==> src/hw/rtl/vtva_pkg.sv <==
// Shared types, constants and helper functions of the view angle block.
package vtva_pkg;

   // Input component width and the scaling applied before the CORDIC.
   localparam int VEC_WIDTH   = 24;
   localparam int VEC_SCALE   = 16;
   // CORDIC datapath widths: vector words and angle accumulators (2^-15 degree).
   localparam int XY_WIDTH    = 44;
   localparam int ACC_WIDTH   = 25;
   // Wrapped angle in 1/128 degree, 0 to 360 degrees.
   localparam int ANG_WIDTH   = 17;
   localparam int PITCH_WIDTH = 15;
   localparam int YAW_WIDTH   = 16;

   localparam int CORDIC_STEPS_DEFAULT = 16;
   localparam int ATAN_ENTRIES         = 24;

   // Inverse CORDIC gain in Q20.
   localparam int GAIN_WIDTH = 20;
   localparam int GAIN_FRAC  = 20;
   localparam int INV_GAIN   = 636751;

   localparam logic signed [ACC_WIDTH-1:0] ACC_90 = ACC_WIDTH'(2949120);

   localparam int DEG128_89  = 89 * 128;
   localparam int DEG128_90  = 90 * 128;
   localparam int DEG128_180 = 180 * 128;
   localparam int DEG128_270 = 270 * 128;
   localparam int DEG128_360 = 360 * 128;
   localparam int DEG128_540 = 540 * 128;
   localparam int DEG128_720 = 720 * 128;

   typedef struct packed {
      logic                          valid;
      logic                          zero_h;
      logic signed [VEC_WIDTH-1:0]   z;
      logic        [ANG_WIDTH-1:0]   yaw;
      logic signed [XY_WIDTH-1:0]    x;
      logic signed [XY_WIDTH-1:0]    y;
      logic signed [ACC_WIDTH-1:0]   acc;
   } cordic_type;

   typedef struct packed {
      logic signed [PITCH_WIDTH-1:0] pitch_deg;
      logic signed [YAW_WIDTH-1:0]   yaw_deg;
   } rsp_type;

   // round(atan(2^-i) * 180/pi * 2^15)
   function automatic logic signed [ACC_WIDTH-1:0] atan_entry(input int idx);
      logic signed [ACC_WIDTH-1:0] value;
      case (idx)
         0:  value = ACC_WIDTH'(1474560);
         1:  value = ACC_WIDTH'(870484);
         2:  value = ACC_WIDTH'(459940);
         3:  value = ACC_WIDTH'(233473);
         4:  value = ACC_WIDTH'(117189);
         5:  value = ACC_WIDTH'(58652);
         6:  value = ACC_WIDTH'(29333);
         7:  value = ACC_WIDTH'(14667);
         8:  value = ACC_WIDTH'(7334);
         9:  value = ACC_WIDTH'(3667);
         10: value = ACC_WIDTH'(1833);
         11: value = ACC_WIDTH'(917);
         12: value = ACC_WIDTH'(458);
         13: value = ACC_WIDTH'(229);
         14: value = ACC_WIDTH'(115);
         15: value = ACC_WIDTH'(57);
         16: value = ACC_WIDTH'(29);
         17: value = ACC_WIDTH'(14);
         18: value = ACC_WIDTH'(7);
         19: value = ACC_WIDTH'(4);
         20: value = ACC_WIDTH'(2);
         21: value = ACC_WIDTH'(1);
         default: value = '0;
      endcase
      return value;
   endfunction

   // Rounds an accumulator to 1/128 degree and wraps negative angles into 0..360.
   function automatic logic [ANG_WIDTH-1:0] acc_to_angle(input logic signed [ACC_WIDTH-1:0] acc);
      logic signed [ACC_WIDTH-1:0] rounded;
      logic signed [ANG_WIDTH:0]   angle;
      rounded = acc + ACC_WIDTH'(128);
      angle   = {rounded[ACC_WIDTH-1], rounded[ACC_WIDTH-1:8]};
      if (angle[ANG_WIDTH]) begin
         angle = angle + (ANG_WIDTH + 1)'(DEG128_360);
      end
      return angle[ANG_WIDTH-1:0];
   endfunction

endpackage

==> src/hw/rtl/vtva_gain.sv <==
// Yaw rounding and inverse gain correction that turns the yaw CORDIC length into r.
module vtva_gain (
   input  logic                   clock,
   input  logic                   reset,
   input  logic                   en,
   input  vtva_pkg::cordic_type   stage_i,
   output vtva_pkg::cordic_type   stage_o
);

   localparam int XW    = vtva_pkg::XY_WIDTH;
   localparam int LO_W  = 21;
   localparam int HI_W  = XW - LO_W;
   localparam int GW    = vtva_pkg::GAIN_WIDTH;
   localparam int PL_W  = LO_W + GW;
   localparam int PH_W  = HI_W + GW + 1;
   localparam int SUM_W = XW + GW + 1;

   localparam logic        [GW-1:0] GAIN_U = GW'(vtva_pkg::INV_GAIN);
   localparam logic signed [GW:0]   GAIN_S = (GW + 1)'(vtva_pkg::INV_GAIN);
   localparam logic signed [SUM_W-1:0] ROUND_HALF = SUM_W'(1) <<< (vtva_pkg::GAIN_FRAC - 1);

   typedef struct packed {
      logic                                 valid;
      logic                                 zero_h;
      logic signed [vtva_pkg::VEC_WIDTH-1:0] z;
      logic        [vtva_pkg::ANG_WIDTH-1:0] yaw;
      logic        [PL_W-1:0]               lo;
      logic signed [PH_W-1:0]               hi;
   } product_type;

   product_type          prod_in;
   product_type          prod_ff;
   vtva_pkg::cordic_type len_in;
   vtva_pkg::cordic_type len_ff;

   logic signed [SUM_W-1:0] hi_ext;
   logic signed [SUM_W-1:0] lo_ext;
   logic signed [SUM_W-1:0] sum;
   logic signed [XW-1:0]    z_scaled;

   // The length is split into two partial products to keep each multiplier narrow.
   always_comb begin
      prod_in.valid  = stage_i.valid;
      prod_in.zero_h = stage_i.zero_h;
      prod_in.z      = stage_i.z;
      prod_in.yaw    = vtva_pkg::acc_to_angle(stage_i.acc);
      prod_in.lo     = PL_W'(stage_i.x[LO_W-1:0]) * PL_W'(GAIN_U);
      prod_in.hi     = PH_W'($signed(stage_i.x[XW-1:LO_W])) * PH_W'(GAIN_S);
   end

   always_comb begin
      hi_ext   = {{(SUM_W-PH_W){prod_ff.hi[PH_W-1]}}, prod_ff.hi};
      lo_ext   = {{(SUM_W-PL_W){1'b0}}, prod_ff.lo};
      sum      = (hi_ext <<< LO_W) + lo_ext + ROUND_HALF;
      z_scaled = {{(XW-vtva_pkg::VEC_WIDTH-vtva_pkg::VEC_SCALE){prod_ff.z[vtva_pkg::VEC_WIDTH-1]}},
                  prod_ff.z, {vtva_pkg::VEC_SCALE{1'b0}}};

      len_in.valid  = prod_ff.valid;
      len_in.zero_h = prod_ff.zero_h;
      len_in.z      = prod_ff.z;
      len_in.yaw    = prod_ff.yaw;
      len_in.x      = sum[vtva_pkg::GAIN_FRAC+XW-1:vtva_pkg::GAIN_FRAC];
      len_in.y      = -z_scaled;
      len_in.acc    = '0;
   end

   always_ff @(posedge clock) begin
      if (reset) begin
         prod_ff <= '0;
         len_ff  <= '0;
      end else if (en) begin
         prod_ff <= prod_in;
         len_ff  <= len_in;
      end
   end

   assign stage_o = len_ff;

endmodule

==> config.mk <==
export PLATFORM = sky130hd
export DESIGN_NAME = vtva_gain
export DESIGN_NICKNAME = d
export VERILOG_FILES = /design/src/hw/rtl/vtva_pkg.sv /design/src/hw/rtl/vtva_gain.sv
export SDC_FILE = /design/constraint.sdc
export NUM_CORES = 2
export LEC_CHECK = 0
export ABC_AREA = 1
export BUFFER_PORTS_ARGS = -buffer_cell sky130_fd_sc_hd__buf_2
export CELL_PAD_IN_SITES_DETAIL_PLACEMENT = 1
export CELL_PAD_IN_SITES_GLOBAL_PLACEMENT = 2
export CORE_UTILIZATION = 36
export CTS_BUF_LIST = sky130_fd_sc_hd__clkbuf_8
export DETAILED_ROUTE_END_ITERATION = 10
export PLACE_DENSITY = 0.95
export SYNTH_ARGS = -nofsm -noshare
export SYNTH_HDL_FRONTEND = slang
export SYNTH_SLANG_ARGS = --single-unit
==> constraint.sdc <==
create_clock -name clock -period 6.3 [get_ports clock]
set_clock_uncertainty 0.1 [all_clocks]
set_input_delay 0.315 -clock clock [delete_from_list [all_inputs] [get_ports clock]]
set_output_delay 0.315 -clock clock [all_outputs]
set_load 0.01 [all_outputs]
==> metrics.csv <==
metric,value,unit
grt_overflow,0,
clkSlewWorstSetupHoldPaths,0.06,ns
clock.fmax,176,MHz
end_kind,register,
ff2ff_path_depth,13,
fp-row-count,109,
fin_nets,5602,
drt_iter0_markers,1247,
cts_sinks,222,
port_buffers,205,
grtUsageTotal,0.226,
vias_per_cell,4.80,
ys_seq_area_frac,0.138,
ant_nets,0,
whs_path_depth,5,
ctsLongestPathBuffers,3,
syn-cell-area,32300,sq um
drive_gt1_frac,0.0773,
synth_edf_count,0,
cap_violations,0,
initial_utilization,0.365,
worst_pin_slew,0.979,ns
worstSetupPathType,in -> reg,
ys_types,39,
antenna_found_initial,0,
place_congestion,0.897,
hold_viol,0,
hp-start,stage_i[23],
seq_area,4440,sq um
layout_common_cells,"inv_1 (1,165), nand2_1 (790), fa_1 (448)",
dieArea,91000,sq um
final_cell_count_no_fill,5800,
dp_cells,5686,
coreArea,88600,sq um
synth_top_flop_cell,dfxtp_1,
synth.avg_cell_area,7.45,sq um
drt-total-wl,101000,microns
hp-class,in -> reg,
regToRegStartpoint,hi_ext[7],
mostFrequentLayoutCell,inv_1,
hpwl,86600,microns
via_count,27835,
setup.worst_path.start_class,input pin,
ys_seq_elements,222,
fp.dieH,302,microns
final_core_util,0.406,
drv_slew,0,
r2r-end,stage_o[103],
first_pass_iters,10,
cts_htree_levels,2,
worstPathRequired,6.69,ns
critPathMaxFanout,5,
nFillCells,11231,
status,"finished, violations left",
slew_headroom,0.347,
period_needed,5.67,ns
area_delta_synth_final,11.4,%
cts_resized,0,
multiInputGateArea,23100,sq um
fin_tns_setup,0,ns
violations,DRC,
grt_pass1_wl,163000,microns
ys.warnings.count,0,
wire_per_inst,17.4,microns
grt_max_degree,175,
insertion_delay,0.61,ns
grt_pass1_vias,30419,
async_flop_share,0,
cts_tree,yes,
io_pins,315,
postSynthCellCount,4339,
cts_root_buf,clkbuf_8,
fin_crit_sh,0.901,
min_delay_worst_endpoint,len_in[128],
drcViolationCount,28,
setup_viol,0,
cp.arrival,6.07,ns
die_x,302,microns
grt_setup_unrepaired,false,
cts_buffers,42,
r2r_slack,3.88,ns
-- what timing repair did --
action                    4_1_cts  5_1_grt
hold buffers                   35        0
hold endpoints to repair       34        0
buffers inserted                0        0
-- state kept, by name (all words and copies together) (netlist names) --
name,cells
stage_o,114
lo_ext,22
len_in,43
hi_ext,43
-- stage by stage --
| step | setup WS, ns | cell area [sq um] | hold slack (ns) |
|---|---|---|---|
| after floorplan | 0.724 | 32500 | 0.334 |
| after global placement | 0.153 | 34800 | 0.342 |
| after detailed placement | 0.0126 | 34800 | 0.351 |
| after CTS | 0.653 | 36000 | 0.00113 |
| after global routing | 0.307 | 36000 | 0.0506 |
| final | 0.625 | 36000 | 0.0454 |
-- worst max-delay path by stage --
stage	start	to	slack [ns]	cells after the start
final	stage_i[79]	lo_ext[40]	0.63	24
after detailed placement	stage_i[79]	lo_ext[40]	0.01	24
after global placement	stage_i[79]	lo_ext[40]	0.15	24
after floorplan	stage_i[81]	lo_ext[31]	0.72	23
after global routing	stage_i[79]	lo_ext[39]	0.31	24
after CTS	stage_i[79]	lo_ext[40]	0.65	24
-- synthesized netlist by cell type (all sizes together) (48+ instances only) --
library cell | number | share of area
o21ai | 203 | 0.031
inv | 1159 | 0.13
nand2 | 793 | 0.092
nor2 | 442 | 0.052
fa | 448 | 0.28
dfxtp | 222 | 0.14
xor2 | 61 | 0.017
clkbuf | 48 | 0.0056
nand3 | 177 | 0.028
buf | 67 | 0.013
a21oi | 199 | 0.031
ha | 395 | 0.15
-- final cells by class --
type	instances	area share
Clock inverter	25	0.00403
Timing Repair Buffer	292	0.0498
Tap cell	1165	0.0405
Sequential cell	222	0.124
Clock buffer	53	0.0203
Inverter	1159	0.121
Multi-Input combinational cell	2883	0.641
Antenna cell	1	0.0000695
-- worst max-delay path: stages --
cell and delay, ns:
buf_2 0.11, inv_1 0.26, fa_1 0.49, fa_1 0.50
fa_1 0.54, inv_1 0.05, fa_1 0.47, fa_1 0.53
fa_1 0.55, inv_1 0.05, fa_1 0.50, inv_1 0.05
ha_1 0.36, nand2_1 0.11, nor2_1 0.17, nand3_1 0.12
nor2_1 0.10, nand2_1 0.07, nand3_1 0.24, nand2_1 0.14
nand3_1 0.09, nand2_1 0.05, nor2_1 0.15, nor2_1 0.05
-- logic make-up (layout without fill, tap and decap cells) --
| logic type | after synthesis | count (layout) | share of synthesized area |
|---|---|---|---|
| simple gates | 1483 | 1483 | 0.187 |
| fa+ha+maj | 843 | 843 | 0.431 |
| other cells | 1 | 42 | 0.000116 |
| xor+xnor | 78 | 78 | 0.0214 |
| compound gates | 438 | 438 | 0.0702 |
| buf+inv | 1274 | 1529 | 0.153 |
| flops | 222 | 222 | 0.138 |
-- layer usage --
| layer | part of all wire | global-route usage |
|---|---|---|
| met5 | 0 | 0 |
| met4 | 0.032 | 0.0690 |
| met3 | 0.028 | 0.0179 |
| met2 | 0.50 | 0.409 |
| met1 | 0.44 | 0.285 |
Power is left out: the tool's default activity adds up to more than one toggle a clock period on the data nets, which glitch-free logic cannot reach.
