### src/hw/rtl/vtva_pkg.sv
// Shared types, constants and helper functions of the view angle block.
package vtva_pkg;

   // Input component width and the scaling applied before the CORDIC.
   localparam int VEC_WIDTH   = 24;
   localparam int VEC_SCALE   = 16;
   // CORDIC datapath widths: vector words and angle accumulators (2^-15 degree).
   localparam int XY_WIDTH    = 44;
   localparam int ACC_WIDTH   = 25;
   // Wrapped angle in 1/128 degree, 0 to 360 degrees.
   localparam int ANG_WIDTH   = 17;
   localparam int PITCH_WIDTH = 15;
   localparam int YAW_WIDTH   = 16;

   localparam int CORDIC_STEPS_DEFAULT = 16;
   localparam int ATAN_ENTRIES         = 24;

   // Inverse CORDIC gain in Q20.
   localparam int GAIN_WIDTH = 20;
   localparam int GAIN_FRAC  = 20;
   localparam int INV_GAIN   = 636751;

   localparam logic signed [ACC_WIDTH-1:0] ACC_90 = ACC_WIDTH'(2949120);

   localparam int DEG128_89  = 89 * 128;
   localparam int DEG128_90  = 90 * 128;
   localparam int DEG128_180 = 180 * 128;
   localparam int DEG128_270 = 270 * 128;
   localparam int DEG128_360 = 360 * 128;
   localparam int DEG128_540 = 540 * 128;
   localparam int DEG128_720 = 720 * 128;

   typedef struct packed {
      logic                          valid;
      logic                          zero_h;
      logic signed [VEC_WIDTH-1:0]   z;
      logic        [ANG_WIDTH-1:0]   yaw;
      logic signed [XY_WIDTH-1:0]    x;
      logic signed [XY_WIDTH-1:0]    y;
      logic signed [ACC_WIDTH-1:0]   acc;
   } cordic_type;

   typedef struct packed {
      logic signed [PITCH_WIDTH-1:0] pitch_deg;
      logic signed [YAW_WIDTH-1:0]   yaw_deg;
   } rsp_type;

   // round(atan(2^-i) * 180/pi * 2^15)
   function automatic logic signed [ACC_WIDTH-1:0] atan_entry(input int idx);
      logic signed [ACC_WIDTH-1:0] value;
      case (idx)
         0:  value = ACC_WIDTH'(1474560);
         1:  value = ACC_WIDTH'(870484);
         2:  value = ACC_WIDTH'(459940);
         3:  value = ACC_WIDTH'(233473);
         4:  value = ACC_WIDTH'(117189);
         5:  value = ACC_WIDTH'(58652);
         6:  value = ACC_WIDTH'(29333);
         7:  value = ACC_WIDTH'(14667);
         8:  value = ACC_WIDTH'(7334);
         9:  value = ACC_WIDTH'(3667);
         10: value = ACC_WIDTH'(1833);
         11: value = ACC_WIDTH'(917);
         12: value = ACC_WIDTH'(458);
         13: value = ACC_WIDTH'(229);
         14: value = ACC_WIDTH'(115);
         15: value = ACC_WIDTH'(57);
         16: value = ACC_WIDTH'(29);
         17: value = ACC_WIDTH'(14);
         18: value = ACC_WIDTH'(7);
         19: value = ACC_WIDTH'(4);
         20: value = ACC_WIDTH'(2);
         21: value = ACC_WIDTH'(1);
         default: value = '0;
      endcase
      return value;
   endfunction

   // Rounds an accumulator to 1/128 degree and wraps negative angles into 0..360.
   function automatic logic [ANG_WIDTH-1:0] acc_to_angle(input logic signed [ACC_WIDTH-1:0] acc);
      logic signed [ACC_WIDTH-1:0] rounded;
      logic signed [ANG_WIDTH:0]   angle;
      rounded = acc + ACC_WIDTH'(128);
      angle   = {rounded[ACC_WIDTH-1], rounded[ACC_WIDTH-1:8]};
      if (angle[ANG_WIDTH]) begin
         angle = angle + (ANG_WIDTH + 1)'(DEG128_360);
      end
      return angle[ANG_WIDTH-1:0];
   endfunction

endpackage

### src/hw/rtl/vtva_post.sv
// Pitch rounding, vertical vector handling and the final angle normalisation.
module vtva_post (
   input  logic                   clock,
   input  logic                   reset,
   input  logic                   en,
   input  vtva_pkg::cordic_type   stage_i,
   output logic                   valid_o,
   output vtva_pkg::rsp_type      data_o
);

   localparam int AW = vtva_pkg::ANG_WIDTH;

   typedef struct packed {
      logic          valid;
      logic [AW-1:0] pitch;
      logic [AW-1:0] yaw;
   } angle_type;

   angle_type          angle_in;
   angle_type          angle_ff;
   logic               out_valid_ff;
   vtva_pkg::rsp_type  out_in;
   vtva_pkg::rsp_type  out_ff;

   logic signed [AW:0] pitch_s;
   logic        [AW-1:0] yaw_t;
   logic signed [AW:0] yaw_s;

   always_comb begin
      angle_in.valid = stage_i.valid;
      angle_in.pitch = vtva_pkg::acc_to_angle(stage_i.acc);
      angle_in.yaw   = stage_i.yaw;
      // With no horizontal part the pitch points straight up or down.
      if (stage_i.zero_h) begin
         angle_in.yaw = '0;
         if (!stage_i.z[vtva_pkg::VEC_WIDTH-1] && (stage_i.z != '0)) begin
            angle_in.pitch = AW'(vtva_pkg::DEG128_270);
         end else begin
            angle_in.pitch = AW'(vtva_pkg::DEG128_90);
         end
      end
   end

   // Pitch above 89 degrees folds over by 180 once or twice, each fold turning yaw by 180.
   always_comb begin
      pitch_s = {1'b0, angle_ff.pitch};
      yaw_t   = angle_ff.yaw;
      if (angle_ff.pitch > AW'(vtva_pkg::DEG128_89 + vtva_pkg::DEG128_360 / 2)) begin
         pitch_s = pitch_s - (AW + 1)'(vtva_pkg::DEG128_360);
         yaw_t   = angle_ff.yaw + AW'(vtva_pkg::DEG128_360);
      end else if (angle_ff.pitch > AW'(vtva_pkg::DEG128_89)) begin
         pitch_s = pitch_s - (AW + 1)'(vtva_pkg::DEG128_180);
         yaw_t   = angle_ff.yaw + AW'(vtva_pkg::DEG128_180);
      end

      yaw_s = {1'b0, yaw_t};
      if (yaw_t > AW'(vtva_pkg::DEG128_540)) begin
         yaw_s = yaw_s - (AW + 1)'(vtva_pkg::DEG128_720);
      end else if (yaw_t > AW'(vtva_pkg::DEG128_180)) begin
         yaw_s = yaw_s - (AW + 1)'(vtva_pkg::DEG128_360);
      end

      out_in.pitch_deg = pitch_s[vtva_pkg::PITCH_WIDTH-1:0];
      out_in.yaw_deg   = yaw_s[vtva_pkg::YAW_WIDTH-1:0];
   end

   always_ff @(posedge clock) begin
      if (reset) begin
         angle_ff     <= '0;
         out_valid_ff <= 1'b0;
         out_ff       <= '0;
      end else if (en) begin
         angle_ff     <= angle_in;
         out_valid_ff <= angle_ff.valid;
         out_ff       <= out_in;
      end
   end

   assign valid_o = out_valid_ff;
   assign data_o  = out_ff;

endmodule
### config.mk
export PLATFORM = sky130hd
export DESIGN_NAME = vtva_post
export DESIGN_NICKNAME = d
export VERILOG_FILES = /design/src/hw/rtl/vtva_pkg.sv /design/src/hw/rtl/vtva_post.sv
export SDC_FILE = /design/constraint.sdc
export NUM_CORES = 1
export LEC_CHECK = 0
export BUFFER_PORTS_ARGS = -buffer_cell sky130_fd_sc_hd__buf_2
export CAP_MARGIN = 40
export CORE_UTILIZATION = 34
export CTS_BUF_LIST = sky130_fd_sc_hd__clkbuf_8
export DETAILED_ROUTE_END_ITERATION = 16
export SLEW_MARGIN = 20
export SYNTH_ARGS = -nofsm -noshare
export SYNTH_HDL_FRONTEND = slang
export SYNTH_SLANG_ARGS = --single-unit
export TNS_END_PERCENT = 20
### constraint.sdc
create_clock -name clock -period 5.6 [get_ports clock]
set_clock_uncertainty 0.15 [all_clocks]
set_input_delay 0.84 -clock clock [delete_from_list [all_inputs] [get_ports clock]]
set_output_delay 0.84 -clock clock [all_outputs]
set_load 0.1 [all_outputs]
==> flow_metrics.py, run 1 <==
metrics = {
    "layout": {
        "layout_commonest_cell": "buf_2",
        "n_antenna_cell": 0,
        "drive_above_1_share_pct": 23.7,
        "final_nets": 733,
        "layout_common_cells": "95 x buf_2, 82 x nor2_1, 67 x dfxtp_1",
        "area_delta_synth_final_pct": 19.3,
    },
    "timing": {
        "max_freq_mhz": 240,
        "timing.final.crit_share_pct": 74.5,
        "rsz0062_at_grt": "no",
        "final.setup.tns_ns": 0,
        "tightest_slew_ns": 0.777,
        "layout_min_cycle_time_ns": 4.17,
        "layout_setup_ws_ns": 1.43,
        "maxSlewHeadroom_pct": 48.1,
        "finalSetupViolations": 0,
        "drv_slew": 0,
        "hold_slack_ns": 0.330,
        "finalHoldViolations": 0,
    },
    "placed_design": {
        "port_buffers": 95,
        "dpl_worst_slack_ns": 1.45,
        "gp_congestion": 0.830,
        "dp_hpwl_um": 7570,
    },
    "logic_synthesis": {
        "post_synth.cell_area_avg_um2": 8.50,
        "synth_cells": 477,
        "yosysWarningCount": 0,
        "synth-edff-count": 0,
        "synth_nets": 650,
        "syn-cell-area_um2": 4050,
        "synth_top_flop_cell": "dfxtp_1",
        "ys_async_sr_fraction_pct": 0,
        "ys_seq_area_share_pct": 33.1,
        "yosysUniqueCellTypes": 73,
        "ys_ff_latch": 67,
    },
    "route": {
        "wire_per_inst_um": 14.6,
        "routed_wirelength_um": 10300,
        "viasPerCell": 5.35,
        "drt-initial-drc-count": 188,
        "vias": 3786,
        "dr_wl_met2_um": 4910,
        "dr.pass1.iters": 12,
        "maxUsedRoutingLayer": "met4",
        "route.met3.wl_um": 594,
        "drc": 6,
        "wl_met1_um": 4710,
        "ant_nets": 0,
    },
    "die": {
        "die_area_um2": 12400,
        "io_pins": 191,
        "initial_core_util_pct": 35.2,
        "coreArea_um2": 11500,
        "die_y_um": 111,
        "die_width_um": 111,
        "rows": 39,
    },
    "global_route": {
        "overflow": 0,
        "antenna_found_initial": 0,
        "grt_max_degree": 70,
        "grt_pass1_wl_um": 17600,
        "grt_usage_pct": 17.4,
        "grt_pass1_vias": 3608,
    },
    "cts": {
        "postCtsSetupBuffers": 0,
        "cts_num_sinks": 67,
        "insertion_delay_ns": 0.35,
        "h-tree-depth": 3,
        "cts_tree": "built",
        "post_cts_resize_count": 0,
        "root_buffer": "clkbuf_8",
        "clock_path_buffers": 2,
        "cts_made_buffers": 9,
        "cts.clk_slew.worst_paths_ns": 0.08,
        "hold_buffers": 0,
    },
    "power_and_ir_drop": {
        "ir_drop_v": 0.000131,
        "powerDensity_nw_per_um2": 269,
        "leakage_nw": 2.01,
        "power_mw": 1.30,
    },
    "flow_run": {
        "maxCapViolCount": 0,
    },
    "min_path": {
        "hp-class": "flop to flop",
        "hp-start": "data_o[30]",
    },
    "worst_setup_path": {
        "timing.rr.start": "angle_ff[24]",
        "crit_start": "angle_ff[24]",
        "slowest_stage": "or4_1",
        "cp_cell_sequence": "or4b_4 -> nor4_4 -> o21a_1 -> mux2i_1 -> xnor2_4 -> ha_1 -> or4_1 -> o311a_1 -> a221o_1 -> o221ai_1",
        "path_class": "flop to flop",
        "cp.required_ns": 5.72,
        "cp-end-kind": "flop",
        "cp_max_fo": 13,
        "arrival_ns": 4.29,
        "slowest_delay_ns": 0.59,
        "crit_path_start_kind": "flop",
    },
    "outcome": {
        "status": "finished, violations left",
        "violations": "DRC",
    },
}
==> synthesized netlist by cell type (all sizes together), types with 3 or more instances <==
master,instances,share of area (%)
a211oi,9,1.7
a21oi,15,1.9
a22oi,27,5.0
a31oi,6,1.3
and2,4,0.68
buf,8,1.0
clkbuf,19,1.8
dfxtp,67,33
ha,14,4.3
inv,11,1.0
mux2i,26,6.4
nand2,26,2.4
nand3,13,1.6
nand3b,3,0.56
nand4,10,1.5
nor2,84,7.8
nor3,11,1.4
nor4,11,2.2
o211ai,9,1.7
o21a,4,0.74
o21ai,13,1.7
o311ai,3,1.1
or3,5,0.77
or4,5,0.93
xnor2,17,4.3
xor2,16,3.6
==> worst max-delay path, delay by kind of cell, from the launching register on <==
kind / cells / cell delay, ns
simple gates: 3 / 1.60
xor+xnor: 1 / 0.17
mux: 1 / 0.44
compound gates: 4 / 1.03
flops: 1 / 0.44
fa+ha+maj: 1 / 0.25
==> registers in the layout (all words and copies together), names as in the netlist <==
register and flops:
valid_o 1, angle_ff 35, data_o 31
==> logic make-up (layout without fill, tap and decap cells) <==
kind of cell	after synthesis	in the layout	synth area share, %
AND/OR/NAND/NOR	183	183	22.1
buffers and inverters	38	126	3.80
adder cells (fa/ha/maj)	14	14	4.32
AO/OA/AOI/OAI	115	115	22.0
XOR/XNOR	33	33	7.97
flip-flops	67	67	33.1
multiplexers	27	27	6.70
==> where the power goes <==
part | switching [mW] | internal (mW) | leakage (nW) | total (mW)
logic | 0.242 | 0.113 | 1.36 | 0.355
clock network | 0.210 | 0.213 | 0.102 | 0.424
registers | 0.0221 | 0.501 | 0.547 | 0.523
==> path summary, 6_finish.rpt <==
| path | end | slack, ns | cells after the start |
|---|---|---|---|
| worst min-delay path | data_o[30] | 0.33 | 2 |
| worst max-delay path | data_o[15] | 1.43 | 10 |
| worst min register to register | data_o[30] | 0.33 | 2 |
| worst max register to register | data_o[15] | 1.43 | 10 |
==> layout make-up <==
type | instances | area (um^2)
fill | 1176 | 6680
multi-input combinational | 372 | 2560
sequential | 67 | 1340
timing repair buffer | 99 | 505
tap | 143 | 179
clock buffer | 9 | 124
clock inverter | 7 | 83.8
inverter | 11 | 41.3
==> per-layer routing <==
metal  GRT usage [%]  vias up
li1                -     1921
met1            21.8     1783
met2            29.4       77
met3            4.87        5
met4            4.23        0
met5               0        -
==> stage by stage <==
| stage | util (%) | instance area (um^2) | instances |
|---|---|---|---|
| 6_report | 42.0 | 4830 | 708 |
| 5_1_grt | 42.0 | 4830 | 708 |
| 4_1_cts | 42.0 | 4830 | 708 |
| 3_5_place_dp | 40.2 | 4630 | 692 |
| 3_3_place_gp | 40.2 | 4630 | 692 |
| 2_1_floorplan | - | 4050 | 477 |
(Power assumes the default switching activity.)
==> run 2: changes to the inputs <==
--- a/config.mk
+++ b/config.mk
@@ -5,6 +5,7 @@
 export SDC_FILE = /design/constraint.sdc
 export NUM_CORES = 1
 export LEC_CHECK = 0
+export ABC_AREA = 1
 export BUFFER_PORTS_ARGS = -buffer_cell sky130_fd_sc_hd__buf_2
 export CAP_MARGIN = 40
 export CORE_UTILIZATION = 34
==> constraint.sdc (replaced) <==
create_clock -name clock -period 3.6 [get_ports clock]
set_clock_uncertainty 0.15 [all_clocks]
set_input_delay 0.54 -clock clock [delete_from_list [all_inputs] [get_ports clock]]
set_output_delay 0.54 -clock clock [all_outputs]
set_load 0.1 [all_outputs]
==> flow_metrics.py, run 2 <==
metrics = {
    "outcome": {
        "status": "finished clean",
    },
    "timing": {
        "max_freq_mhz": 346,
        "layout_setup_ws_ns": 0.706,
        "timing.final.crit_share_pct": 80.4,
        "rsz0062_at_grt": "no",
        "finalSetupViolations": 0,
        "final.setup.tns_ns": 0,
        "drv_slew": 0,
        "layout_min_cycle_time_ns": 2.89,
        "hold_slack_ns": 0.273,
        "finalHoldViolations": 0,
        "maxSlewHeadroom_pct": 47.8,
        "tightest_slew_ns": 0.781,
    },
    "logic_synthesis": {
        "synth_nets": 815,
        "synthTopCellsByArea": "dfxtp_1 32%, nand2_1 13%, nor2_1 6.8%",
        "synth.largest_area_cell": "dfxtp_1",
        "ys_seq_area_share_pct": 31.6,
        "synth_top_flop_cell": "dfxtp_1",
        "synthTopCellsByCount": "148 x nand2_1, 77 x nor2_1, 67 x dfxtp_1, 57 x inv_1, 53 x a21oi_1",
        "syn-cell-area_um2": 4250,
        "post_synth.cell_area_avg_um2": 6.61,
        "yosysWarningCount": 0,
        "yosysUniqueCellTypes": 37,
        "synth_cells": 642,
        "yosysMostFrequentCell": "nand2_1",
        "synth-edff-count": 0,
        "ys_async_sr_fraction_pct": 0,
        "synth_top_area_share_pct": 31.6,
        "ys_ff_latch": 67,
    },
    "global_route": {
        "met2_usage_pct": 27.9,
        "grt_pass1_vias": 3856,
        "antenna_found_initial": 0,
        "overflow": 0,
        "grt_max_degree": 56,
        "grt_usage_pct": 16.6,
        "grt_pass1_wl_um": 17400,
        "grt_use_met1_pct": 21.1,
        "use_met3_pct": 5.05,
        "busiest_layer": "met2",
    },
    "cts": {
        "cts_tree": "built",
        "cts.clk_slew.worst_paths_ns": 0.08,
        "root_buffer": "clkbuf_8",
        "cts_made_buffers": 9,
        "insertion_delay_ns": 0.35,
        "hold_buffers": 0,
        "cts_num_sinks": 67,
        "post_cts_resize_count": 0,
        "postCtsSetupBuffers": 0,
        "clock_path_buffers": 2,
        "h-tree-depth": 3,
    },
    "placed_design": {
        "placed_area_um2": 4820,
        "port_buffers": 95,
        "place_inst": 882,
        "dp_hpwl_um": 7730,
        "dpl_worst_slack_ns": 0.742,
        "gp_congestion": 0.833,
    },
    "worst_setup_path": {
        "cp.required_ns": 3.69,
        "slowest_stage": "dfxtp_1",
        "arrival_ns": 2.99,
        "crit-reg2reg-capture": "data_o[15]",
        "reg2reg_depth": 21,
        "cp_cell_sequence": "ha_1 -> inv_1 -> nor2_1 -> nand2_1 -> nor2_1 -> nand3_2 -> nand2_2 -> nand2_1 -> nand3_1 -> nand2_2 -> inv_1 -> ha_1 -> nand3_1 -> o21ai_1 -> nand2_1 -> nand3_1 -> nand2_1 -> nand3_1 -> nand3_1 -> nand2_1 -> inv_1",
        "crit_path_start_kind": "flop",
        "slowest_delay_ns": 0.49,
        "cp-end-kind": "flop",
        "timing.rr.start": "angle_ff[27]",
        "path_class": "flop to flop",
        "ff2ff_setup_slack_ns": 0.71,
        "cp_max_fo": 11,
    },
    "layout": {
        "stdcell_count": 898,
        "layout_commonest_cell": "nand2_1",
        "n_antenna_cell": 0,
        "final_nets": 898,
        "largest_register_ffs": 35,
        "final_area_um2": 5020,
        "layout_common_cells": "148 x nand2_1, 95 x buf_2, 77 x nor2_1",
        "largest-register": "angle_ff",
        "drive_above_1_share_pct": 22.3,
        "final.fill_count": 1336,
        "area_delta_synth_final_pct": 18.3,
        "utilization_pct": 41.5,
    },
    "route": {
        "ant_nets": 0,
        "drt-initial-drc-count": 155,
        "drc": 0,
        "viasPerCell": 4.68,
        "wire_per_inst_um": 11.6,
        "dr.pass1.iters": 4,
        "routed_wirelength_um": 10400,
        "vias": 4200,
    },
    "flow_run": {
        "maxCapViolCount": 0,
    },
    "min_path": {
        "hp-class": "input pin to flop",
        "hold_end": "angle_ff[34]",
        "hp-start": "stage_i[155]",
        "min_path_cells": 3,
    },
    "die": {
        "die_width_um": 114,
        "initial_core_util_pct": 35.1,
        "io_pins": 191,
        "die_area_um2": 12900,
        "die_y_um": 114,
        "rows": 40,
        "coreArea_um2": 12100,
    },
    "power_and_ir_drop": {
        "powerDensity_nw_per_um2": 427,
        "power_mw": 2.14,
        "ir_drop_v": 0.000230,
        "leakage_nw": 2.42,
    },
}
[run 2: changes by cell type after synthesis, moves of 12 or more]
cell / before / now
o21ai_0: 8 / 43
a22oi_1: 27 / 0
inv_1: 11 / 57
a21oi_1: 15 / 53
nand2_2: 0 / 12
xnor2_1: 15 / 3
mux2i_1: 26 / 0
nand2_1: 26 / 148
nand3_1: 13 / 37
[run 2: area by class of cell]
type	count	area [um^2]	share of cell area (%)
repair buffers	99	505	10.1
clock buffers	9	124	2.47
well taps	168	210	4.18
inverters	69	259	5.16
clock inverters	7	76.3	1.52
multi-input cells	479	2510	49.9
flip-flops and latches	67	1340	26.7
[run 2: logic make-up (layout without fill, tap and decap cells)]
family          Yosys count  in the layout  synth area share (%)
compound gates          116            116                  15.0
simple gates            324            324                  34.7
fa+ha+maj                14             14                  4.13
flops                    67             67                  31.6
buf+inv                  96            184                  9.34
xor+xnor                 25             25                  5.16
[run 2: power breakdown]
part / internal [mW] / total [mW] / switching, mW
logic: 0.183 / 0.680 / 0.497
clock network: 0.325 / 0.636 / 0.312
registers: 0.787 / 0.826 / 0.0388
[run 2: worst max-delay path, delay by kind of cell, from the launching register on]
kind                     cells  cell delay, ns
AO/OA/AOI/OAI                1            0.15
adder cells (fa/ha/maj)      2            0.41
buffers and inverters        3            0.26
flip-flops                   1            0.49
AND/OR/NAND/NOR             15            1.33
[run 2: worst max-delay path by stage]
stage / startpoint / endpoint / slack (ns) / cells after the start
after floorplan: angle_ff[27] / data_o[15] / 1.12 / 22
after global placement: angle_ff[27] / data_o[15] / 0.75 / 21
after detailed placement: angle_ff[27] / data_o[15] / 0.74 / 21
after CTS: angle_ff[27] / data_o[15] / 0.70 / 21
after global routing: angle_ff[27] / data_o[15] / 0.32 / 22
final: angle_ff[27] / data_o[15] / 0.71 / 21
[run 2: metal layers]
metal	up-vias	share of wire (%)
li1	2243	-
met1	1866	49
met2	87	45
met3	4	5.9
met4	0	0.39
met5	-	0
