$ cat config.mk
export PLATFORM = sky130hd
export DESIGN_NAME = vtva_cordic_stage
export DESIGN_NICKNAME = d
export VERILOG_FILES = /design/src/hw/rtl/vtva_pkg.sv /design/src/hw/rtl/vtva_cordic_stage.sv
export SDC_FILE = /design/constraint.sdc
export NUM_CORES = 1
export LEC_CHECK = 0
export BUFFER_PORTS_ARGS = -buffer_cell sky130_fd_sc_hd__buf_2
export CAP_MARGIN = 20
export CORE_UTILIZATION = 40
export CTS_CLUSTER_SIZE = 12
export DETAILED_ROUTE_END_ITERATION = 8
export PLACE_DENSITY = 0.63
export SLEW_MARGIN = 20
export SYNTH_ARGS = -nofsm -noshare
export SYNTH_HDL_FRONTEND = slang
export SYNTH_SLANG_ARGS = --single-unit
$ cat constraint.sdc
create_clock -name clock -period 2.9 [get_ports clock]
set_input_delay 0.145 -clock clock [delete_from_list [all_inputs] [get_ports clock]]
set_output_delay 0.145 -clock clock [all_outputs]
set_load 0.01 [all_outputs]
$ cat src/hw/rtl/vtva_pkg.sv
// Shared types, constants and helper functions of the view angle block.
package vtva_pkg;

   // Input component width and the scaling applied before the CORDIC.
   localparam int VEC_WIDTH   = 24;
   localparam int VEC_SCALE   = 16;
   // CORDIC datapath widths: vector words and angle accumulators (2^-15 degree).
   localparam int XY_WIDTH    = 44;
   localparam int ACC_WIDTH   = 25;
   // Wrapped angle in 1/128 degree, 0 to 360 degrees.
   localparam int ANG_WIDTH   = 17;
   localparam int PITCH_WIDTH = 15;
   localparam int YAW_WIDTH   = 16;

   localparam int CORDIC_STEPS_DEFAULT = 16;
   localparam int ATAN_ENTRIES         = 24;

   // Inverse CORDIC gain in Q20.
   localparam int GAIN_WIDTH = 20;
   localparam int GAIN_FRAC  = 20;
   localparam int INV_GAIN   = 636751;

   localparam logic signed [ACC_WIDTH-1:0] ACC_90 = ACC_WIDTH'(2949120);

   localparam int DEG128_89  = 89 * 128;
   localparam int DEG128_90  = 90 * 128;
   localparam int DEG128_180 = 180 * 128;
   localparam int DEG128_270 = 270 * 128;
   localparam int DEG128_360 = 360 * 128;
   localparam int DEG128_540 = 540 * 128;
   localparam int DEG128_720 = 720 * 128;

   typedef struct packed {
      logic                          valid;
      logic                          zero_h;
      logic signed [VEC_WIDTH-1:0]   z;
      logic        [ANG_WIDTH-1:0]   yaw;
      logic signed [XY_WIDTH-1:0]    x;
      logic signed [XY_WIDTH-1:0]    y;
      logic signed [ACC_WIDTH-1:0]   acc;
   } cordic_type;

   typedef struct packed {
      logic signed [PITCH_WIDTH-1:0] pitch_deg;
      logic signed [YAW_WIDTH-1:0]   yaw_deg;
   } rsp_type;

   // round(atan(2^-i) * 180/pi * 2^15)
   function automatic logic signed [ACC_WIDTH-1:0] atan_entry(input int idx);
      logic signed [ACC_WIDTH-1:0] value;
      case (idx)
         0:  value = ACC_WIDTH'(1474560);
         1:  value = ACC_WIDTH'(870484);
         2:  value = ACC_WIDTH'(459940);
         3:  value = ACC_WIDTH'(233473);
         4:  value = ACC_WIDTH'(117189);
         5:  value = ACC_WIDTH'(58652);
         6:  value = ACC_WIDTH'(29333);
         7:  value = ACC_WIDTH'(14667);
         8:  value = ACC_WIDTH'(7334);
         9:  value = ACC_WIDTH'(3667);
         10: value = ACC_WIDTH'(1833);
         11: value = ACC_WIDTH'(917);
         12: value = ACC_WIDTH'(458);
         13: value = ACC_WIDTH'(229);
         14: value = ACC_WIDTH'(115);
         15: value = ACC_WIDTH'(57);
         16: value = ACC_WIDTH'(29);
         17: value = ACC_WIDTH'(14);
         18: value = ACC_WIDTH'(7);
         19: value = ACC_WIDTH'(4);
         20: value = ACC_WIDTH'(2);
         21: value = ACC_WIDTH'(1);
         default: value = '0;
      endcase
      return value;
   endfunction

   // Rounds an accumulator to 1/128 degree and wraps negative angles into 0..360.
   function automatic logic [ANG_WIDTH-1:0] acc_to_angle(input logic signed [ACC_WIDTH-1:0] acc);
      logic signed [ACC_WIDTH-1:0] rounded;
      logic signed [ANG_WIDTH:0]   angle;
      rounded = acc + ACC_WIDTH'(128);
      angle   = {rounded[ACC_WIDTH-1], rounded[ACC_WIDTH-1:8]};
      if (angle[ANG_WIDTH]) begin
         angle = angle + (ANG_WIDTH + 1)'(DEG128_360);
      end
      return angle[ANG_WIDTH-1:0];
   endfunction

endpackage

$ cat src/hw/rtl/vtva_cordic_stage.sv
// One registered vectoring CORDIC iteration.
module vtva_cordic_stage #(
   parameter int STEP = 0
) (
   input  logic                   clock,
   input  logic                   reset,
   input  logic                   en,
   input  vtva_pkg::cordic_type   stage_i,
   output vtva_pkg::cordic_type   stage_o
);

   localparam logic signed [vtva_pkg::ACC_WIDTH-1:0] ANGLE = vtva_pkg::atan_entry(STEP);

   vtva_pkg::cordic_type            stage_in;
   vtva_pkg::cordic_type            stage_ff;
   logic signed [vtva_pkg::XY_WIDTH-1:0] dx;
   logic signed [vtva_pkg::XY_WIDTH-1:0] dy;

   always_comb begin
      dx       = stage_i.y >>> STEP;
      dy       = stage_i.x >>> STEP;
      stage_in = stage_i;
      if (!stage_i.y[vtva_pkg::XY_WIDTH-1]) begin
         stage_in.x   = stage_i.x + dx;
         stage_in.y   = stage_i.y - dy;
         stage_in.acc = stage_i.acc + ANGLE;
      end else begin
         stage_in.x   = stage_i.x - dx;
         stage_in.y   = stage_i.y + dy;
         stage_in.acc = stage_i.acc - ANGLE;
      end
   end

   always_ff @(posedge clock) begin
      if (reset) begin
         stage_ff <= '0;
      end else if (en) begin
         stage_ff <= stage_in;
      end
   end

   assign stage_o = stage_ff;

endmodule

==> results of run 1 <==
## cells by family after synthesis
logic type	count (synthesis)	share of synthesized area (%)
xor gates and xnor gates	90	5.63
and+or+nand+nor	564	18.2
adders and majority gates	157	14.2
AOI/OAI and AO/OA	567	26.3
muxes	91	6.52
DFF	155	22.2
buffers and inverters	246	6.98
## power by group through the flow
stage / clock network, mW / logic, mW / registers [mW]
detailed placement: 0 / 3.54 / 2.49
floorplan: 0 / 1.79 / 2.56
finish: 2.22 / 3.70 / 2.45
global route: 2.35 / 3.97 / 2.46
global placement: 0 / 3.52 / 2.48
CTS: 2.26 / 3.62 / 2.44
## layout by cell type, fill, tap and decap left out, types with 6 or more instances in the layout
master                          synthesis  final
sky130_fd_sc_hd__inv_2                  8      8
sky130_fd_sc_hd__inv_1                128    128
sky130_fd_sc_hd__nand2_1              111    111
sky130_fd_sc_hd__nor2b_1               19     17
sky130_fd_sc_hd__dlygate4sd3_1          0     59
sky130_fd_sc_hd__and3_1                 9      9
sky130_fd_sc_hd__o21ai_0               93     91
sky130_fd_sc_hd__nor2_1               263    260
sky130_fd_sc_hd__buf_2                 16    311
sky130_fd_sc_hd__o31ai_1               15     13
sky130_fd_sc_hd__nand3_1               24     23
sky130_fd_sc_hd__nand2b_1              17     17
sky130_fd_sc_hd__xor2_1                 8      8
sky130_fd_sc_hd__dfxtp_1              155    155
sky130_fd_sc_hd__a21oi_1              181    178
sky130_fd_sc_hd__or3_1                 12     12
sky130_fd_sc_hd__o21a_1                 8      8
sky130_fd_sc_hd__a211oi_2               1      6
sky130_fd_sc_hd__or2_2                  8      8
sky130_fd_sc_hd__nand4_1               15     15
sky130_fd_sc_hd__o21bai_1              30     29
sky130_fd_sc_hd__nor3_1                49     45
sky130_fd_sc_hd__mux2i_1               90     90
sky130_fd_sc_hd__a211oi_1              67     62
sky130_fd_sc_hd__a21o_1                38     37
sky130_fd_sc_hd__nor4_1                14     13
sky130_fd_sc_hd__o21ai_1                8     10
sky130_fd_sc_hd__o211ai_1              20     20
sky130_fd_sc_hd__ha_1                 153    151
sky130_fd_sc_hd__a31oi_1               23     23
sky130_fd_sc_hd__xnor2_1               82     82
sky130_fd_sc_hd__clkbuf_16              0     17
sky130_fd_sc_hd__buf_4                  7    402
## routing by layer
layer | up-vias | track usage (%) | share of wire (%)
met3 | 105 | 4.30 | 5.9
met5 | - | 0 | 0
li1 | 7977 | - | -
met1 | 7764 | 40.6 | 43
met2 | 637 | 56.9 | 48
met4 | 0 | 12.0 | 3.4
## through the flow
step | setup slack (ns) | cells
after floorplan | 0.217 | 1870
after global placement | -0.493 | 2937
after detailed placement | -0.525 | 2937
after CTS | 0.0559 | 3028
after global routing | -0.000439 | 3029
final | 0.112 | 3029
## Yosys cell counts (16+ instances only)
library cell               number  share of area, %
sky130_fd_sc_hd__o211ai_1      20               1.1
sky130_fd_sc_hd__nor2_1       263               7.1
sky130_fd_sc_hd__a21oi_1      181               6.5
sky130_fd_sc_hd__o21bai_1      30               1.6
sky130_fd_sc_hd__dfxtp_1      155                22
sky130_fd_sc_hd__clkbuf_1      61               1.6
sky130_fd_sc_hd__o21ai_0       93               3.3
sky130_fd_sc_hd__nand2_1      111               3.0
sky130_fd_sc_hd__nand3_1       24              0.86
sky130_fd_sc_hd__mux2i_1       90               6.4
sky130_fd_sc_hd__inv_1        128               3.4
sky130_fd_sc_hd__a21o_1        38               2.0
sky130_fd_sc_hd__nand2b_1      17              0.76
sky130_fd_sc_hd__nor2b_1       19              0.85
sky130_fd_sc_hd__buf_2         16              0.57
sky130_fd_sc_hd__nor3_1        49               1.8
sky130_fd_sc_hd__ha_1         153                14
sky130_fd_sc_hd__a211oi_1      67               3.6
sky130_fd_sc_hd__xnor2_1       82               5.1
sky130_fd_sc_hd__a31oi_1       23               1.0
sky130_fd_sc_hd__buf_1         20              0.54
## what timing repair did
action                                  4_1_cts  5_1_grt
gates resized for setup                       2       33
endpoints found under the hold margin        59        0
pin swaps                                     0        5
hold buffers                                 59        0
gates cloned                                  0        0
endpoints found under the setup margin        2       25
## worst paths after layout
kind / from / to / depth (start not counted)
max: stage_i[25] / stage_o[63] / 16
min reg2reg: stage_o[96] / stage_o[96] / 2
min: reset / stage_o[95] / 2
max reg2reg: stage_o[68] / stage_o[68] / 3
## worst max-delay path, stage by stage
cell,delay [ns]
sky130_fd_sc_hd__buf_2,0.11
sky130_fd_sc_hd__buf_4,0.11
sky130_fd_sc_hd__inv_1,0.03
sky130_fd_sc_hd__ha_1,0.23
sky130_fd_sc_hd__fa_1,0.39
sky130_fd_sc_hd__nor2b_1,0.16
sky130_fd_sc_hd__o211ai_1,0.14
sky130_fd_sc_hd__a21oi_1,0.34
sky130_fd_sc_hd__o21ai_1,0.27
sky130_fd_sc_hd__a211oi_2,0.31
sky130_fd_sc_hd__nor3_2,0.08
sky130_fd_sc_hd__buf_4,0.16
sky130_fd_sc_hd__buf_4,0.13
sky130_fd_sc_hd__a221oi_2,0.23
sky130_fd_sc_hd__xnor2_1,0.11
sky130_fd_sc_hd__a211oi_2,0.21
## area by class of cell
| class | count | area, sq um |
|---|---|---|
| fill | 3242 | 14400 |
| multi-input combinational | 1469 | 10100 |
| timing repair buffer | 776 | 5240 |
| sequential | 155 | 3100 |
| tap | 455 | 569 |
| inverter | 141 | 529 |
| clock buffer | 17 | 425 |
| clock inverter | 15 | 128 |
| antenna | 1 | 2.50 |
==> impl_results.rst, run 1 <==
.. list-table::
   :header-rows: 1

   * - Metric
     - Value
   * - Average wire length per cell after detail routing
     - just under 20 um
   * - Part of the cycle the worst path needs
     - a little over nine tenths
   * - TritonCTS clock tree
     - done
   * - Switching power share of the total
     - 38.9%
   * - Measured slew at the worst slew-check pin
     - slightly below 0.8 ns
   * - Detail-routed via count per cell
     - around 5.4
   * - Total standard cell area after synthesis
     - ~14000 sq um
   * - Routed wire length
     - 59600 um
   * - TNS Setup
     - 0 ns
   * - Critical Path AT
     - 3.17 ns
   * - Share of synthesized registers carrying an async set or reset
     - 0%
   * - Final setup vio count
     - 0
   * - Nature of the critical path endpoint
     - flop
   * - Worst reg-to-reg setup slack
     - around 1.8 ns
   * - Clock buffers created by TritonCTS
     - 17
   * - Post-Syn Area per Cell
     - roughly 7.5 sq um
   * - Count of final max-slew check failures
     - 0
   * - H-Tree Depth
     - 4
   * - Cell count after synthesis
     - 1870
   * - Post-route minimum period
     - between 2 and 3 ns
   * - Post-DP HPWL
     - roughly 47000 um
   * - Overall via count from detail_route
     - 16.5k
   * - Fmax
     - 359 MHz
   * - Number of remaining DRC errors
     - 2
   * - Part of the total power dissipated in the clock network
     - 26.5%
   * - Number of warning messages in the yosys log
     - 0
   * - Critical path peak fanout
     - 4
   * - Setup repair after global routing missed its margin
     - yes
   * - Total count of hold-check failures in the final report
     - 0
   * - Die H
     - 189 um
   * - Number of flops mapped to enable cells by yosys
     - 0
   * - Max-capacitance violation count
     - 0
   * - Core area
     - roughly 34000 sq um
   * - Number of nets in the synthesized netlist
     - approximately 2.2k
   * - Vias in the first global route
     - between 15k and 20k
   * - Count of routing violations after the opening detailed-route iteration
     - 1218
   * - Effective utilization at floorplan
     - between 40% and 50%
   * - Flip-flop and latch count after synthesis
     - ~160
   * - Insertion delay to the later sink of the worst-skew pair
     - between 0.4 and 0.5 ns
   * - Input/output buffers
     - between 300 and 400
   * - Share of post-route cells with drive strength above 1
     - approximately a third
   * - Max reg flops
     - between 150 and 200
   * - Worst-case clock buffer depth
     - 2
   * - Pin count of the biggest net entering global routing
     - roughly 130
   * - Final estimated routing congestion in global placement
     - between 0.9 and 1
   * - Internal power
     - 5.10 mW
   * - Remaining antenna violation count after routing
     - 0
   * - Relative contribution of combinational cells to total power
     - 44.2%
   * - Horizontal die dimension
     - roughly 190 um
   * - Congestion Overflow GR
     - 0
   * - Startpoint Class
     - input pin
   * - Post-route cell area
     - roughly 20000 sq um
   * - Worst supply voltage drop on vdd
     - 0.439 mV
   * - Global-route wire length before repair
     - about 90000 um
   * - Clock net sink count
     - approximately 160
   * - Initial antenna violation count
     - 1
   * - Overall Power
     - about 8.4 mW
   * - Number of iterations in the first detailed-routing pass
     - 8
   * - P per Cell Area
     - approximately 420 nW/um^2
   * - Remaining max-slew budget at the tightest pin
     - 48.3%
   * - Buffer cell driving the clock tree root
     - sky130_fd_sc_hd__clkbuf_16
   * - Sequential power share
     - 29.3%
   * - Leakage power
     - roughly 10 nW
   * - Hold crit path type
     - in -> reg
   * - Synth-to-Final Area Change
     - 43.2%
   * - Violated checks
     - DRC
   * - Post-placement cell area
     - between 15000 and 20000 sq um
   * - Setup clock skew after layout
     - 0 ns
   * - Core Util, Final
     - 58.2%
   * - Die Outline Area
     - 35800 sq um
   * - Critical Path RT
     - around 3.3 ns
   * - Postcts setup bufs
     - 0
   * - # IOs
     - between 300 and 400
   * - Combined global-route utilization of all metal layers
     - between 30% and 40%
   * - Classification of the worst setup path
     - in -> reg
   * - Number of distinct library cells after synthesis
     - 81
   * - Post-Route Hold Slack
     - 0.0800 ns
   * - Clock transition at the registers of the reported paths
     - approximately 0.07 ns
   * - Commonest register cell after synthesis
     - sky130_fd_sc_hd__dfxtp_1
   * - Result of the run
     - finished, violations left
   * - Layout Nets
     - between 2k and 3k
   * - Number of placement rows
     - just under 70
   * - Power spent charging and discharging nets
     - between 3 and 4 mW
   * - Sequential fraction of the synthesis area
     - approximately 22%
Power figures use the tool's default switching activity.
==> run 2, diff against run 1 <==
--- a/config.mk
+++ b/config.mk
@@ -11,6 +11,7 @@
 export CTS_CLUSTER_SIZE = 12
 export DETAILED_ROUTE_END_ITERATION = 8
 export PLACE_DENSITY = 0.63
+export RECOVER_POWER = 25
 export SLEW_MARGIN = 20
 export SYNTH_ARGS = -nofsm -noshare
 export SYNTH_HDL_FRONTEND = slang
==> impl_results.rst, run 2 (synthesis gave the netlist of run 1 again) <==
.. list-table::
   :header-rows: 1

   * - Metric
     - Value
   * - Result of the run
     - finished clean
   * - Clock transition at the registers of the reported paths
     - 0.07 ns (about the same)
   * - Part of the cycle the worst path needs
     - 94.8% (-1.3 points)
   * - Pin count of the biggest net entering global routing
     - 133 (unchanged)
   * - Commonest cells after routing, fill and taps aside
     - 402 x sky130_fd_sc_hd__buf_4, 282 x sky130_fd_sc_hd__buf_2, 260 x sky130_fd_sc_hd__nor2_1
   * - Input/output buffers
     - 314 (unchanged)
   * - Overall via count from detail_route
     - 16.4k (-0.21%)
   * - Post-Route Hold Slack
     - 0.0830 ns (+0.00308 ns)
   * - Share of post-route cells with drive strength above 1
     - 30.5% (-1.1 points)
   * - P per Cell Area
     - 418 nW/um^2 (+0.17%)
   * - Worst setup slack before clock tree synthesis
     - -0.525 ns (unchanged)
   * - Post-placement cell area
     - 18800 sq um (unchanged)
   * - Die Outline Area
     - 35800 sq um (unchanged)
   * - Max reg flops
     - 155 (unchanged)
   * - Critical Path AT
     - 3.13 ns (-0.04 ns)
   * - Slowest cell on crit path
     - sky130_fd_sc_hd__fa_1
   * - Number of iterations in the first detailed-routing pass
     - 9 (+1)
   * - Core area
     - 34500 sq um (unchanged)
   * - Routed wire length
     - 59800 um (+0.37%)
   * - Remaining antenna violation count after routing
     - 0 (unchanged)
   * - Post-DP HPWL
     - 47100 um (unchanged)
   * - Critical Path RT
     - 3.28 ns (about the same)
   * - Setup clock skew after layout
     - 0 ns (unchanged)
   * - Layout Nets
     - 2876 (unchanged)
   * - Count of final max-slew check failures
     - 0 (unchanged)
   * - Delay of the slowest cell on the worst path
     - 0.39 ns (about the same)
   * - Number of placement rows
     - 68 (unchanged)
   * - Post-route cell area
     - 20000 sq um (-0.18%)
   * - Classification of the worst setup path
     - in -> reg
   * - Most common cell on crit path
     - sky130_fd_sc_hd__buf_4
   * - Worst-case clock buffer depth
     - 2 (unchanged)
   * - H-Tree Depth
     - 4 (unchanged)
   * - Most common cell after layout, fill and taps aside
     - sky130_fd_sc_hd__buf_4
   * - Nature of the critical path endpoint
     - flop
   * - Max-capacitance violation count
     - 0 (unchanged)
   * - Measured slew at the worst slew-check pin
     - 0.773 ns (-0.00167 ns)
   * - Cells along the critical path
     - buf_2, buf_4, inv_1, ha_1, fa_1, nor2b_1, o211ai_1, a21oi_1, o21ai_1, a211oi_2, nor3_2, buf_4, buf_4, a221oi_2, xnor2_1, a211oi_2
   * - Effective utilization at floorplan
     - 40.6% (unchanged)
   * - Hold crit path type
     - in -> reg
   * - Remaining max-slew budget at the tightest pin
     - 48.4% (+0.11 points)
   * - Congestion Overflow GR
     - 0 (unchanged)
   * - Area of combinational cells with multiple inputs
     - 10100 sq um (unchanged)
   * - Global-route wire length before repair
     - 90100 um (unchanged)
   * - Final estimated routing congestion in global placement
     - 0.968 (unchanged)
   * - Worst supply voltage drop on vdd
     - 0.439 mV (about the same)
   * - Die H
     - 189 um (unchanged)
   * - Clock net sink count
     - 155 (unchanged)
   * - Final setup slack of the worst path
     - 0.150 ns (+0.0386 ns)
   * - TritonCTS clock tree
     - done
   * - Vias in the first global route
     - 16.1k (unchanged)
   * - Setup repair after global routing missed its margin
     - yes
   * - Synth-to-Final Area Change
     - 43.0%
   * - Critical path peak fanout
     - 4 (unchanged)
   * - Number of remaining DRC errors
     - 0 (-2)
   * - Clock buffers created by TritonCTS
     - 17 (unchanged)
   * - Post-route minimum period
     - 2.75 ns (-0.0386 ns)
   * - Fmax
     - 364 MHz (+1.4%)
   * - Final setup vio count
     - 0 (unchanged)
   * - TNS Setup
     - 0 ns (unchanged)
   * - Count of routing violations after the opening detailed-route iteration
     - 1323 (+8.6%)
   * - Postcts setup bufs
     - 0 (unchanged)
   * - Insertion delay to the later sink of the worst-skew pair
     - 0.45 ns (about the same)
   * - Initial antenna violation count
     - 1 (unchanged)
   * - Buffer cell driving the clock tree root
     - sky130_fd_sc_hd__clkbuf_16
   * - Total count of hold-check failures in the final report
     - 0 (unchanged)
   * - # IOs
     - 315 (unchanged)
   * - Sequential cell area
     - 3100 sq um (unchanged)
   * - Startpoint Class
     - input pin
   * - Fill cell total of the finished layout
     - 3266 (+0.74%)
   * - Horizontal die dimension
     - 189 um (unchanged)
   * - Combined global-route utilization of all metal layers
     - 32.6% (unchanged)
   * - Leakage power
     - 9.85 nW (-1.1%)
   * - Average wire length per cell after detail routing
     - 19.7 um (+0.37%)
   * - Overall Power
     - 8.36 mW (about the same)
   * - Detail-routed via count per cell
     - 5.43 (-0.21%)
-- run 2: cell types whose count changed in the layout (fill, tap and decap cells not counted) --
cell | before | now
sky130_fd_sc_hd__clkbuf_1 | 0 | 29
sky130_fd_sc_hd__buf_2 | 311 | 282
-- run 2: path summary, 6_finish.rpt --
check              startpoint           to  slack (ns)  depth (start not counted)
setup / recovery  stage_i[25]  stage_o[63]        0.15                         16
hold / removal          reset  stage_o[95]        0.08                          2
setup reg to reg  stage_o[68]  stage_o[68]        1.81                          3
hold reg to reg   stage_o[96]  stage_o[96]        0.46                          2
-- run 2: final cells by class --
cell class	instances	share of cell area, %
clock inverter	15	0.638
sequential	155	15.5
antenna	1	0.0125
timing repair buffer	776	26.0
clock buffer	17	2.13
inverter	141	2.64
multi-input combinational	1469	50.2
tap	455	2.84
-- run 2: power by group --
part	switching (mW)	total [mW]	internal (mW)
registers	0.122	2.45	2.32
clock network	1.10	2.22	1.12
logic	2.05	3.69	1.65
total	3.26	8.36	5.09
-- run 2: stage by stage --
step,std cells,utilization [%]
floorplan,1870,-
global placement,2937,54.5
detailed placement,2937,54.5
CTS,3028,57.8
global route,3029,58.1
finish,3029,58.1
-- run 2: timing repair --
action                                  in CTS  in global routing
pin swaps                                    0                  5
endpoints found under the hold margin       59                  0
endpoints found under the setup margin       2                 25
hold buffers                                59                  0
gates resized for setup                      2                 33
-- run 2: metal layers --
metal | part of all wire [%] | track usage (%) | up-vias
met5 | 0 | 0 | -
met4 | 3.2 | 12.0 | 0
met3 | 5.6 | 4.30 | 94
met2 | 48 | 56.9 | 627
met1 | 43 | 40.6 | 7752
li1 | - | - | 7975
-- run 2: critical path, delay by kind of cell --
family                   cells  cell delay (ns)
XOR/XNOR                     1             0.11
adder cells (fa/ha/maj)      2             0.62
AO/OA/AOI/OAI                6             1.45
buffers and inverters        5             0.54
AND/OR/NAND/NOR              2             0.25
==> run 3, diff against run 2 <==
--- a/config.mk
+++ b/config.mk
@@ -5,7 +5,7 @@
 export SDC_FILE = /design/constraint.sdc
 export NUM_CORES = 1
 export LEC_CHECK = 0
-export BUFFER_PORTS_ARGS = -buffer_cell sky130_fd_sc_hd__buf_2
+export BUFFER_PORTS_ARGS = -buffer_cell sky130_fd_sc_hd__clkbuf_2
 export CAP_MARGIN = 20
 export CORE_UTILIZATION = 40
 export CTS_CLUSTER_SIZE = 12
==> impl_results.rst, run 3 (synthesis gave the netlist of run 1 again) <==
.. list-table::
   :header-rows: 1

   * - Metric
     - Value
   * - Result of the run
     - finished, violations left
   * - Violated checks
     - capacitance limit, slew limit
   * - Post-route minimum period
     - 2.78 ns (+0.0283 ns)
   * - Buffer cell driving the clock tree root
     - sky130_fd_sc_hd__clkbuf_16
   * - Commonest cells after routing, fill and taps aside
     - 413 x sky130_fd_sc_hd__buf_4, 279 x sky130_fd_sc_hd__clkbuf_2, 263 x sky130_fd_sc_hd__nor2_1
   * - Slowest cell on crit path
     - sky130_fd_sc_hd__o31ai_1
   * - Average wire length per cell after detail routing
     - 19.3 um (-2.2%)
   * - Number of remaining DRC errors
     - 0 (unchanged)
   * - P per Cell Area
     - 421 nW/um^2 (+0.68%)
   * - Insertion delay to the later sink of the worst-skew pair
     - 0.45 ns (about the same)
   * - Global-route wire length before repair
     - 90800 um (+0.71%)
   * - Startpoint Class
     - input pin
   * - Routed wire length
     - 58700 um (-1.9%)
   * - Final estimated routing congestion in global placement
     - 0.955 (-1.3%)
   * - Startpoint of the worst hold path
     - en
   * - Hold crit path type
     - in -> reg
   * - Max reg flops
     - 155 (unchanged)
   * - Remaining max-slew budget at the tightest pin
     - -26.1% (-75 points)
   * - Layout Nets
     - 2887 (+0.38%)
   * - Final setup vio count
     - 0 (unchanged)
   * - # IOs
     - 315 (unchanged)
   * - Leakage power
     - 9.88 nW (+0.34%)
   * - Nature of the critical path endpoint
     - flop
   * - Most common cell after layout, fill and taps aside
     - sky130_fd_sc_hd__buf_4
   * - Count of final max-slew check failures
     - 129 (+129)
   * - Number of placement rows
     - 68 (unchanged)
   * - Post-DP HPWL
     - 46000 um (-2.4%)
   * - Cells along the critical path
     - clkbuf_2, inv_1, ha_1, buf_4, inv_1, a21oi_1, o31ai_1, a32oi_1, a21oi_2, buf_4, nor3_1, o21a_1, o311a_1, a2111oi_1, a211oi_1
   * - Remaining antenna violation count after routing
     - 0 (unchanged)
   * - Critical Path RT
     - 3.22 ns (-0.06 ns)
   * - Fill cell total of the finished layout
     - 3278 (+0.37%)
   * - Delay of the slowest cell on the worst path
     - 0.46 ns (+0.07 ns)
   * - Launch point of the worst path
     - stage_i[33]
   * - Number of iterations in the first detailed-routing pass
     - 7 (-2)
   * - H-Tree Depth
     - 4 (unchanged)
   * - Share of post-route cells with drive strength above 1
     - 30.5% (about the same)
   * - Congestion Overflow GR
     - 0 (unchanged)
   * - Pin count of the biggest net entering global routing
     - 129 (-3.0%)
   * - Crit path buffers/inverters
     - 5 (unchanged)
   * - Grt peak-use layer
     - met2
   * - Effective utilization at floorplan
     - 40.6% (unchanged)
   * - Clock transition at the registers of the reported paths
     - 0.07 ns (about the same)
   * - TritonCTS clock tree
     - done
   * - Max-capacitance violation count
     - 1 (+1)
   * - Die H
     - 189 um (unchanged)
   * - Clock net sink count
     - 155 (unchanged)
   * - Critical path peak fanout
     - 7 (+3)
   * - Initial antenna violation count
     - 1 (unchanged)
   * - Post-route cell area
     - 20100 sq um (+0.57%)
   * - Post-Route Hold Slack
     - 0.0878 ns (+0.00475 ns)
   * - Final setup slack of the worst path
     - 0.122 ns (-0.0283 ns)
   * - Synth-to-Final Area Change
     - 43.8%
   * - Die Outline Area
     - 35800 sq um (unchanged)
   * - Global-route met3 utilization
     - 4.63% (+0.33 points)
   * - Count of routing violations after the opening detailed-route iteration
     - 1196 (-9.6%)
   * - Worst-case clock buffer depth
     - 2 (unchanged)
   * - Horizontal die dimension
     - 189 um (unchanged)
   * - Total count of hold-check failures in the final report
     - 0 (unchanged)
   * - Global routing usage on met2
     - 55.5% (-1.4 points)
   * - Measured slew at the worst slew-check pin
     - 1.89 ns (+1.12 ns)
   * - Classification of the worst setup path
     - in -> reg
   * - R2R Path Start
     - stage_o[68]
   * - Worst setup slack before clock tree synthesis
     - -0.488 ns (+0.0373 ns)
   * - Met1 Track Usage GR
     - 40.4% (-0.14 points)
   * - Worst reg-to-reg setup slack
     - 1.80 ns (about the same)
   * - Detail-routed via count per cell
     - 5.43 (about the same)
   * - TNS Setup
     - 0 ns (unchanged)
   * - Post-placement cell area
     - 18800 sq um (+0.40%)
   * - Critical Path AT
     - 3.10 ns (-0.03 ns)
   * - Part of the cycle the worst path needs
     - 95.8% (+0.98 points)
   * - Worst supply voltage drop on vdd
     - 0.445 mV (+1.3%)
   * - Fmax
     - 360 MHz (-1.0%)
   * - Combined global-route utilization of all metal layers
     - 32.4% (-0.17 points)
   * - Clock buffers created by TritonCTS
     - 17 (unchanged)
   * - Vias in the first global route
     - 16.4k (+1.9%)
   * - Crit-path leading delay family
     - compound AO/OA/AOI/OAI gates
   * - Core area
     - 34500 sq um (unchanged)
   * - Input/output buffers
     - 314 (unchanged)
   * - Overall via count from detail_route
     - 16.5k (+0.45%)
   * - Setup clock skew after layout
     - 0 ns (unchanged)
[run 3: layout make-up]
class / instances / area [sq um] / share of cell area (%)
multi-input combinational: 1469 / 10100 / 50.0
inverter: 141 / 529 / 2.63
sequential: 155 / 3100 / 15.4
clock inverter: 14 / 149 / 0.740
timing repair buffer: 787 / 5270 / 26.2
antenna: 1 / 2.50 / 0.0124
tap: 455 / 569 / 2.83
clock buffer: 18 / 439 / 2.18
[run 3: worst paths after layout]
| check | endpoint | cells after the start |
|---|---|---|
| max reg2reg | stage_o[68] | 3 |
| min | stage_o[110] | 2 |
| max | stage_o[68] | 15 |
| min reg2reg | stage_o[111] | 2 |
[run 3: where the power goes]
group | leakage [nW] | switching (mW) | internal [mW]
sequential | 1.28 | 0.119 | 2.33
combinational | 8.31 | 2.05 | 1.66
clock | 0.290 | 1.06 | 1.24
[run 3: metrics by stage]
step	util (%)	power, mW	instances
2_1_floorplan	-	4.34	1870
3_3_place_gp	54.7	6.01	2947
3_5_place_dp	54.7	6.03	2947
4_1_cts	58.1	8.43	3038
5_1_grt	58.4	8.92	3040
6_report	58.4	8.46	3040
[run 3: layer usage]
metal	vias to the layer above	wire length [um]
met2	631	28000
met1	7754	25400
met5	-	0
met4	0	2130
met3	120	3230
li1	8017	-
[run 3: worst register-to-register path, stage by stage, from the launching register on]
cell and delay (ns):
sky130_fd_sc_hd__dfxtp_1 0.35, sky130_fd_sc_hd__o2bb2ai_1 0.16, sky130_fd_sc_hd__a2111oi_1 0.36, sky130_fd_sc_hd__a211oi_1 0.09
[run 3: repair_timing]
| action | in CTS | in global routing |
|---|---|---|
| gates resized for setup | 1 | 34 |
| hold endpoints to repair | 59 | 0 |
| buffers inserted | 0 | 1 |
| gates cloned | 0 | 0 |
| pin swaps | 0 | 4 |
| hold buffers | 59 | 0 |
| endpoints found under the setup margin | 1 | 23 |
